===== config.mk =====
export PLATFORM = sky130hd
export DESIGN_NAME = crc_checked_frame_parser
export DESIGN_NICKNAME = d
export VERILOG_FILES = /design/src/sv/crccfp_pkg.sv /design/src/sv/crc_checked_frame_parser.sv
export SDC_FILE = /design/constraint.sdc
export NUM_CORES = 1
export LEC_CHECK = 0
export ABC_AREA = 1
export BUFFER_PORTS_ARGS = -buffer_cell sky130_fd_sc_hd__buf_2
export CAP_MARGIN = 20
export CORE_ASPECT_RATIO = 0.75
export CORE_MARGIN = 2
export CORE_UTILIZATION = 60
export CTS_BUF_LIST = sky130_fd_sc_hd__clkbuf_8
export DETAILED_ROUTE_END_ITERATION = 7
export HOLD_SLACK_MARGIN = 0.1
export PLACE_DENSITY = 0.83
export SKIP_LAST_GASP = 1
export SLEW_MARGIN = 20
export SYNTH_ARGS = -nofsm -noshare
export SYNTH_HDL_FRONTEND = slang
export SYNTH_SLANG_ARGS = --single-unit
export TNS_END_PERCENT = 10

===== constraint.sdc =====
create_clock -name clk -period 3.8 [get_ports clk]
set_input_delay 0.57 -clock clk [delete_from_list [all_inputs] [get_ports clk]]
set_output_delay 0.57 -clock clk [all_outputs]
set_load 0.005 [all_outputs]

===== src/sv/crccfp_pkg.sv =====
// Shared types, constants and the CRC16 byte update for the CRC checked frame parser.
// No dependencies; imported by crc_checked_frame_parser.
`default_nettype none

package crccfp_pkg;

  localparam int STORE_DEPTH = 32;
  localparam int ADDR_W      = 5;

  localparam logic [7:0]  SYNC_FIRST  = 8'h55;
  localparam logic [7:0]  SYNC_SECOND = 8'hAA;
  localparam logic [15:0] CRC_INIT    = 16'hFFFF;
  localparam logic [15:0] CRC_POLY    = 16'h1021;
  localparam logic [15:0] CRC_TOP     = 16'h8000;

  typedef logic [2:0] status_t;
  localparam status_t STAT_TARGET = 3'd0;
  localparam status_t STAT_STEP   = 3'd1;
  localparam status_t STAT_CRC    = 3'd2;
  localparam status_t STAT_UNSUP  = 3'd3;
  localparam status_t STAT_LEN    = 3'd4;

  typedef logic [1:0] reg_index_t;
  localparam reg_index_t REG_TARGET_CMD = 2'd0;
  localparam reg_index_t REG_TARGET_LEN = 2'd1;
  localparam reg_index_t REG_STEP_CMD   = 2'd2;
  localparam reg_index_t REG_STEP_LEN   = 2'd3;

  // One byte of CRC16-CCITT-FALSE, MSB first, no reflection.
  function automatic logic [15:0] crc16_byte(input logic [15:0] crc, input logic [7:0] b);
    logic [15:0] c;
    c = crc ^ {b, 8'h00};
    for (int k = 0; k < 8; k++) begin
      if ((c & CRC_TOP) != 16'h0000) begin
        c = (c << 1) ^ CRC_POLY;
      end else begin
        c = c << 1;
      end
    end
    return c;
  endfunction

endpackage

`default_nettype wire


===== src/sv/crc_checked_frame_parser.sv =====
// Byte-serial frame parser: header hunt, CRC16 check, payload buffering and replay.
// Depends on crccfp_pkg; payload bytes live in a 32 x 8 synchronous memory.
// A status result is registered as the closing byte is accepted. Throughput: 1 byte per
// cycle while parsing and the output register is free; replay of an N-byte payload does a
// memory read, then an output load, for each byte, input held off meanwhile.
// Reset (synchronous, rst high): hunt restarts, CRC = 0xFFFF, registers to defaults,
// output empty. The payload memory is not cleared; every replayed entry is written by its frame first.
`default_nettype none

module crc_checked_frame_parser #(
  parameter int MAX_PAYLOAD = 32
) (
  input  wire                          clk,
  input  wire                          rst,
  input  wire                          s_tvalid,
  output logic                         s_tready,
  input  wire  [7:0]                   s_tdata,   // [7:0] rx_byte
  output logic                         m_tvalid,
  input  wire                          m_tready,
  output logic [15:0]                  m_tdata,   // [7:0] payload_byte, [12:8] byte_index, zero pad
  output crccfp_pkg::status_t          m_tuser,   // [2:0] frame_status
  output logic                         m_tlast,   // last
  input  wire                          cfg_valid,
  output logic                         cfg_ready,
  input  wire  crccfp_pkg::reg_index_t cfg_index,
  input  wire  [7:0]                   cfg_data
);
  import crccfp_pkg::*;

  localparam int LEN_LIMIT = (MAX_PAYLOAD < STORE_DEPTH) ? MAX_PAYLOAD : STORE_DEPTH;

  localparam logic [1:0] ST_PARSE = 2'd0;
  localparam logic [1:0] ST_RD    = 2'd1;
  localparam logic [1:0] ST_OUT   = 2'd2;

  logic [1:0]  state;
  logic [7:0]  target_cmd;
  logic [5:0]  target_len;
  logic [7:0]  step_cmd;
  logic [5:0]  step_len;

  logic [5:0]  parse_position;
  logic [5:0]  expected_length;
  logic [15:0] crc_acc;
  logic [7:0]  command_value;
  logic [5:0]  length_value;
  logic [7:0]  crc_low_byte;

  logic [ADDR_W-1:0] emit_idx;
  status_t           emit_kind;

  logic [7:0] payload_mem [STORE_DEPTH];
  logic [7:0] mem_rdata;

  logic        out_valid;
  status_t     out_status;
  logic [7:0]  out_byte;
  logic [4:0]  out_index;
  logic        out_last;

  logic        out_free;
  logic        in_fire;
  logic [15:0] crc_next;
  logic [6:0]  pos_plus2;
  logic        mem_we;
  logic        emit_last;
  status_t     kind;
  logic        len_err;
  logic        frame_end;
  logic        crc_bad;
  logic        out_load;

  assign out_free  = !out_valid || m_tready;
  assign s_tready  = (state == ST_PARSE) && out_free;
  assign in_fire   = s_tvalid && s_tready;
  assign cfg_ready = 1'b1;

  assign crc_next  = crc16_byte(crc_acc, s_tdata);
  assign pos_plus2 = {1'b0, parse_position} + 7'd2;
  assign mem_we    = in_fire && (parse_position >= 6'd4) &&
                     (pos_plus2 < {1'b0, expected_length});
  assign emit_last = ({1'b0, emit_idx} + 6'd1) == length_value;

  assign len_err   = in_fire && (parse_position == 6'd3) && (s_tdata > 8'(LEN_LIMIT));
  assign frame_end = in_fire && (parse_position >= 6'd4) &&
                     (pos_plus2 > {1'b0, expected_length});
  assign crc_bad   = {s_tdata, crc_low_byte} != crc_acc;
  assign out_load  = len_err ||
                     (frame_end && (crc_bad || kind == STAT_UNSUP || length_value == 6'd0)) ||
                     ((state == ST_OUT) && out_free);

  always_comb begin
    if (command_value == target_cmd && length_value == target_len) begin
      kind = STAT_TARGET;
    end else if (command_value == step_cmd && length_value == step_len) begin
      kind = STAT_STEP;
    end else begin
      kind = STAT_UNSUP;
    end
  end

  assign m_tvalid = out_valid;
  assign m_tuser  = out_status;
  assign m_tdata  = {3'b000, out_index, out_byte};
  assign m_tlast  = out_last;

  // Writes happen only while parsing and reads only while replaying, so the
  // two ports never touch the memory in the same cycle.
  always_ff @(posedge clk) begin
    if (mem_we) begin
      payload_mem[ADDR_W'(parse_position - 6'd4)] <= s_tdata;
    end
    if (state == ST_RD) begin
      mem_rdata <= payload_mem[emit_idx];
    end
  end

  always_ff @(posedge clk) begin
    if (rst) begin
      state           <= ST_PARSE;
      target_cmd      <= 8'd1;
      target_len      <= 6'd12;
      step_cmd        <= 8'd2;
      step_len        <= 6'd8;
      parse_position  <= '0;
      expected_length <= '0;
      crc_acc         <= CRC_INIT;
      command_value   <= '0;
      length_value    <= '0;
      crc_low_byte    <= '0;
      emit_idx        <= '0;
      emit_kind       <= STAT_TARGET;
      out_valid       <= 1'b0;
      out_status      <= STAT_TARGET;
      out_byte        <= '0;
      out_index       <= '0;
      out_last        <= 1'b0;
    end else begin
      if (cfg_valid && cfg_ready) begin
        case (cfg_index)
          REG_TARGET_CMD: target_cmd <= cfg_data;
          REG_TARGET_LEN: target_len <= cfg_data[5:0];
          REG_STEP_CMD:   step_cmd   <= cfg_data;
          REG_STEP_LEN:   step_len   <= cfg_data[5:0];
          default: ;
        endcase
      end

      // load a new result, else retire the accepted one
      if (out_load) begin
        out_valid <= 1'b1;
      end else if (m_tready) begin
        out_valid <= 1'b0;
      end

      case (state)
        ST_PARSE: begin
          if (in_fire) begin
            if (parse_position == 6'd0) begin
              if (s_tdata == SYNC_FIRST) begin
                parse_position <= 6'd1;
              end
            end else if (parse_position == 6'd1) begin
              if (s_tdata == SYNC_SECOND) begin
                parse_position <= 6'd2;
                crc_acc        <= CRC_INIT;
              end else if (s_tdata != SYNC_FIRST) begin
                parse_position  <= '0;
                expected_length <= '0;
                crc_acc         <= CRC_INIT;
              end
            end else if (parse_position == 6'd2) begin
              command_value  <= s_tdata;
              crc_acc        <= crc_next;
              parse_position <= 6'd3;
            end else if (parse_position == 6'd3) begin
              if (s_tdata > 8'(LEN_LIMIT)) begin
                parse_position  <= '0;
                expected_length <= '0;
                crc_acc         <= CRC_INIT;
                out_status      <= STAT_LEN;
                out_byte        <= '0;
                out_index       <= '0;
                out_last        <= 1'b1;
              end else begin
                length_value    <= s_tdata[5:0];
                expected_length <= s_tdata[5:0] + 6'd6;
                crc_acc         <= crc_next;
                parse_position  <= 6'd4;
              end
            end else if (pos_plus2 < {1'b0, expected_length}) begin
              crc_acc        <= crc_next;
              parse_position <= parse_position + 6'd1;
            end else if (pos_plus2 == {1'b0, expected_length}) begin
              crc_low_byte   <= s_tdata;
              parse_position <= parse_position + 6'd1;
            end else begin
              // closing CRC byte: check, classify, restart the hunt; a good payload starts replay
              parse_position  <= '0;
              expected_length <= '0;
              crc_acc         <= CRC_INIT;
              if (crc_bad) begin
                out_status <= STAT_CRC;
                out_byte   <= '0;
                out_index  <= '0;
                out_last   <= 1'b1;
              end else if (kind == STAT_UNSUP || length_value == 6'd0) begin
                out_status <= kind;
                out_byte   <= '0;
                out_index  <= '0;
                out_last   <= 1'b1;
              end else begin
                emit_kind <= kind;
                emit_idx  <= '0;
                state     <= ST_RD;
              end
            end
          end
        end
        ST_RD: begin
          state <= ST_OUT;
        end
        ST_OUT: begin
          // hold the read data until the output register frees up
          if (out_free) begin
            out_status <= emit_kind;
            out_byte   <= mem_rdata;
            out_index  <= emit_idx;
            out_last   <= emit_last;
            emit_idx   <= emit_idx + 1'b1;
            state      <= emit_last ? ST_PARSE : ST_RD;
          end
        end
        default: begin
          state <= ST_PARSE;
        end
      endcase
    end
  end

`ifndef ASSERT_OFF
  a_error_results_empty: assert property (@(posedge clk) disable iff (rst)
    (m_tvalid && (m_tuser == STAT_CRC || m_tuser == STAT_UNSUP || m_tuser == STAT_LEN))
      |-> (m_tlast && m_tdata == 16'h0000))
    else $error("error result not marked last or carries data");

  a_no_write_during_replay: assert property (@(posedge clk) disable iff (rst)
    mem_we |-> (state == ST_PARSE))
    else $error("payload memory written during replay");

  a_replay_ends_on_last: assert property (@(posedge clk) disable iff (rst)
    ($past(state) == ST_OUT && state == ST_PARSE) |-> (m_tvalid && m_tlast))
    else $error("replay ended without a last byte");

  a_frame_length_bound: assert property (@(posedge clk) disable iff (rst)
    (parse_position >= 6'd4) |-> (expected_length <= 6'(6 + LEN_LIMIT)))
    else $error("expected frame length beyond limit");
`endif

endmodule

`default_nettype wire

==> qor.txt <==
Root buffer cell: clkbuf_8
Post-synth EDFFs: 264
CP peak stage delay: 0.67 ns
Skew-Pair Late Insertion Delay: 0.62 ns
Min-Delay Path Class: primary input to flip-flop
Die Wd: 195 um
Commonest non-fill, non-tap cell in the layout: nor2_1
Post-CTS sizing: 0
Unrepaired setup endpoints after global routing: no
Slowest cell on the critical path: nor2_1
Count of antenna diodes in the layout: 0
CTS max path bufs: 3
H-Tree Depth: 2
Die ar.: 28800 sq um
Clock slew at reported path FFs: 0.07 ns
Final nets: 1760
Gpl congestion: 0.943
First-pass GRT wire length: 66000 um
Internal: 5920 uW
Layout fillers: 2027
Yosys reg bits: 369
# rows: 52
Area delta synth->final: 9.27%
Min cycle time layout: 3.49 ns
Cell Chain, Critical Path: ha_1, nand2_1, inv_1, nand2_1, xor2_1, ha_1, nand3_1, o21bai_1, nand2_2, nor2_1, nand2_1, nor2_1
Status: completed
Synth top area share: 48.1%
Hold Path Stages: 3
Distinct cells, synth: 45
Final setup viols: 0
Mean post-synth cell area: 9.82 sq um
Drt first pass iters: 8
HPWL after DPL: 28100 um
Critical Path RT: 4.03 ns
Remaining DRCs: 0
Final hold vios: 0
F_max: 286 MHz
Clock network power share: 40.1%
Max-cap violations: 0
Power Density: 424 nW/um^2
TritonCTS Buffers: 53
Largest area contributor in the netlist: edfxtp_1
PortBufs: 41
Syn. warnings: 0
Most Frequent Cell on Critical Path: nand2_1
Vias: 12900
CP Launch Type: flip-flop
Initial antenna violation count: 0
Layout cells sized above 1: 11.1%
Post-synthesis cell count: 1679
Routed wire per std cell: 20.3 um
Sequential share of the synthesized area: 60.8%
Period utilization: 91.9%
Number of global-route vias before repair: 11900
Total grt overflow: 0
CP arrival: 3.72 ns
Initial core utilization: 61.0%
Cell Area, Synth: 16500 sq um
Initial drt markers: 1793
Io pins: 46
CP Capture Type: flip-flop
Kind of critical path: flip-flop to flip-flop
Peak supply drop: 0.255 mV
P_leak: 0.00663 uW
Clock skew: 0.0339 ns
Core Region: 27000 sq um
Most frequent cells in the layout: nor2_1 (279), edfxtp_1 (264), nand2_1 (241)
Die Height: 148 um
CTS Sinks: 369
Reg2Reg Depth: 12
Final antenna-violating net count: 0
Overall routing resource usage: 29.7%
Largest cells by area after synthesis: edfxtp_1 (48%), dfxtp_1 (13%), nor2_1 (6.4%)
Post-CTS Setup Bufs: 0
# hold bufs at CTS: 0
Worst-Margin Slew: 0.958 ns
Slew Viols, Final: 0
Top_reg_cell synth: edfxtp_1
Largest fanout on the critical path: 8
Slew headroom: 36.1%
Sw Pwr: 1710 uW
Wirelength, routed: 42900 um
Vias/cell: 6.09
Post-synth ARST share: 0%
Place WS: 0.406 ns
Sequential power share: 56.7%
Setup Total Neg Slack: 0 ns
Hold WS: 0.245 ns
CTS tree: yes
Setup WS post-layout: 0.307 ns
Largest net degree at the start of global routing: 77
Gate power share: 3.2%
Switching Share: 22.4%
stage by stage:
| step | cell area [sq um] | instances | power [uW] | util, % |
|---|---|---|---|---|
| floorplan | 16500 | 1681 | 4550 | - |
| global placement | 17000 | 2016 | 4650 | 62.9 |
| detailed placement | 17000 | 2016 | 4660 | 62.9 |
| CTS | 18000 | 2115 | 7650 | 66.7 |
| global route | 18000 | 2115 | 7820 | 66.7 |
| finish | 18000 | 2115 | 7630 | 66.7 |
path summary, 6_finish.rpt:
check | start | end | slack [ns]
worst min register to register | emit_kind[1] | emit_kind[1] | 0.45
worst max register to register | parse_position[1] | payload_mem[22][7] | 0.31
worst max-delay path | parse_position[1] | payload_mem[22][7] | 0.31
worst min-delay path | cfg_data[0] | target_cmd[0] | 0.24
layout make-up:
type | instances | area (sq um) | share of cell area (%)
inverter | 116 | 437 | 2.42
clock inverter | 38 | 193 | 1.07
timing repair buffer | 79 | 503 | 2.79
tap | 351 | 439 | 2.44
multi-input combinational | 1101 | 5570 | 30.9
clock buffer | 61 | 840 | 4.66
sequential | 369 | 10000 | 55.7
power by group through the flow:
stage | Sequential (uW) | Clock (uW) | Combinational (uW)
after global routing | 4330 | 3220 | 271
final | 4330 | 3060 | 247
after global placement | 4410 | 0 | 239
after floorplan | 4410 | 0 | 134
after CTS | 4330 | 3080 | 244
after detailed placement | 4410 | 0 | 242
critical path: cells and delay by family (launching register included):
kind            cells  cell delay, ns
fa+ha+maj           2            0.54
compound gates      1            0.13
simple gates        7            1.74
flops               1            0.45
buf+inv             1            0.09
xor+xnor            1            0.16
cell usage after synthesis, types with 3 or more instances:
cell type,n
buf_1,5
a32oi_1,7
a21oi_1,80
o21ai_0,194
edfxtp_1,264
ha_1,17
buf_2,20
or2_2,4
xor2_1,24
buf_4,9
o22ai_1,14
xnor2_1,19
o21ai_1,9
nor2_4,3
nor2_1,279
a31oi_1,11
nand3b_1,5
inv_2,13
o221ai_1,50
nor2_2,7
buf_6,6
nand3_1,84
clkbuf_1,55
nor3_1,13
nand3_2,3
dfxtp_1,105
o211ai_1,4
nand2_1,241
inv_1,101
nand4_1,10
nand2_2,5
flip-flops by register name (all words and copies together), names as in the netlist, 2 cells and up:
signal and flops:
m_tuser 3, target_cmd 8, target_len 6, command_value 8, expected_length 6, out_index 5
emit_idx 5, mem_rdata 8, length_value 6, state 2, crc_low_byte 8, step_len 6
crc_acc 16, payload_mem 256, out_byte 8, emit_kind 2, step_cmd 8, parse_position 6
per-layer routing:
metal | vias up | wire length [um] | part of all wire [%] | global-route usage, %
met5 | - | 0 | 0 | 0
met4 | 0 | 976 | 2.3 | 9.12
met3 | 102 | 5380 | 13 | 6.55
met2 | 829 | 18600 | 43 | 44.0
met1 | 6041 | 17900 | 42 | 44.2
li1 | 5903 | - | - | -
cell families after synthesis:
family,synth area share [%]
other,0.0456
AOI/OAI and AO/OA,13.1
DFF,60.8
buffers and inverters,5.43
and+or+nand+nor,16.6
adders and majority gates,1.29
xor gates and xnor gates,2.65
No activity file was read; power rests on OpenSTA's default activity.
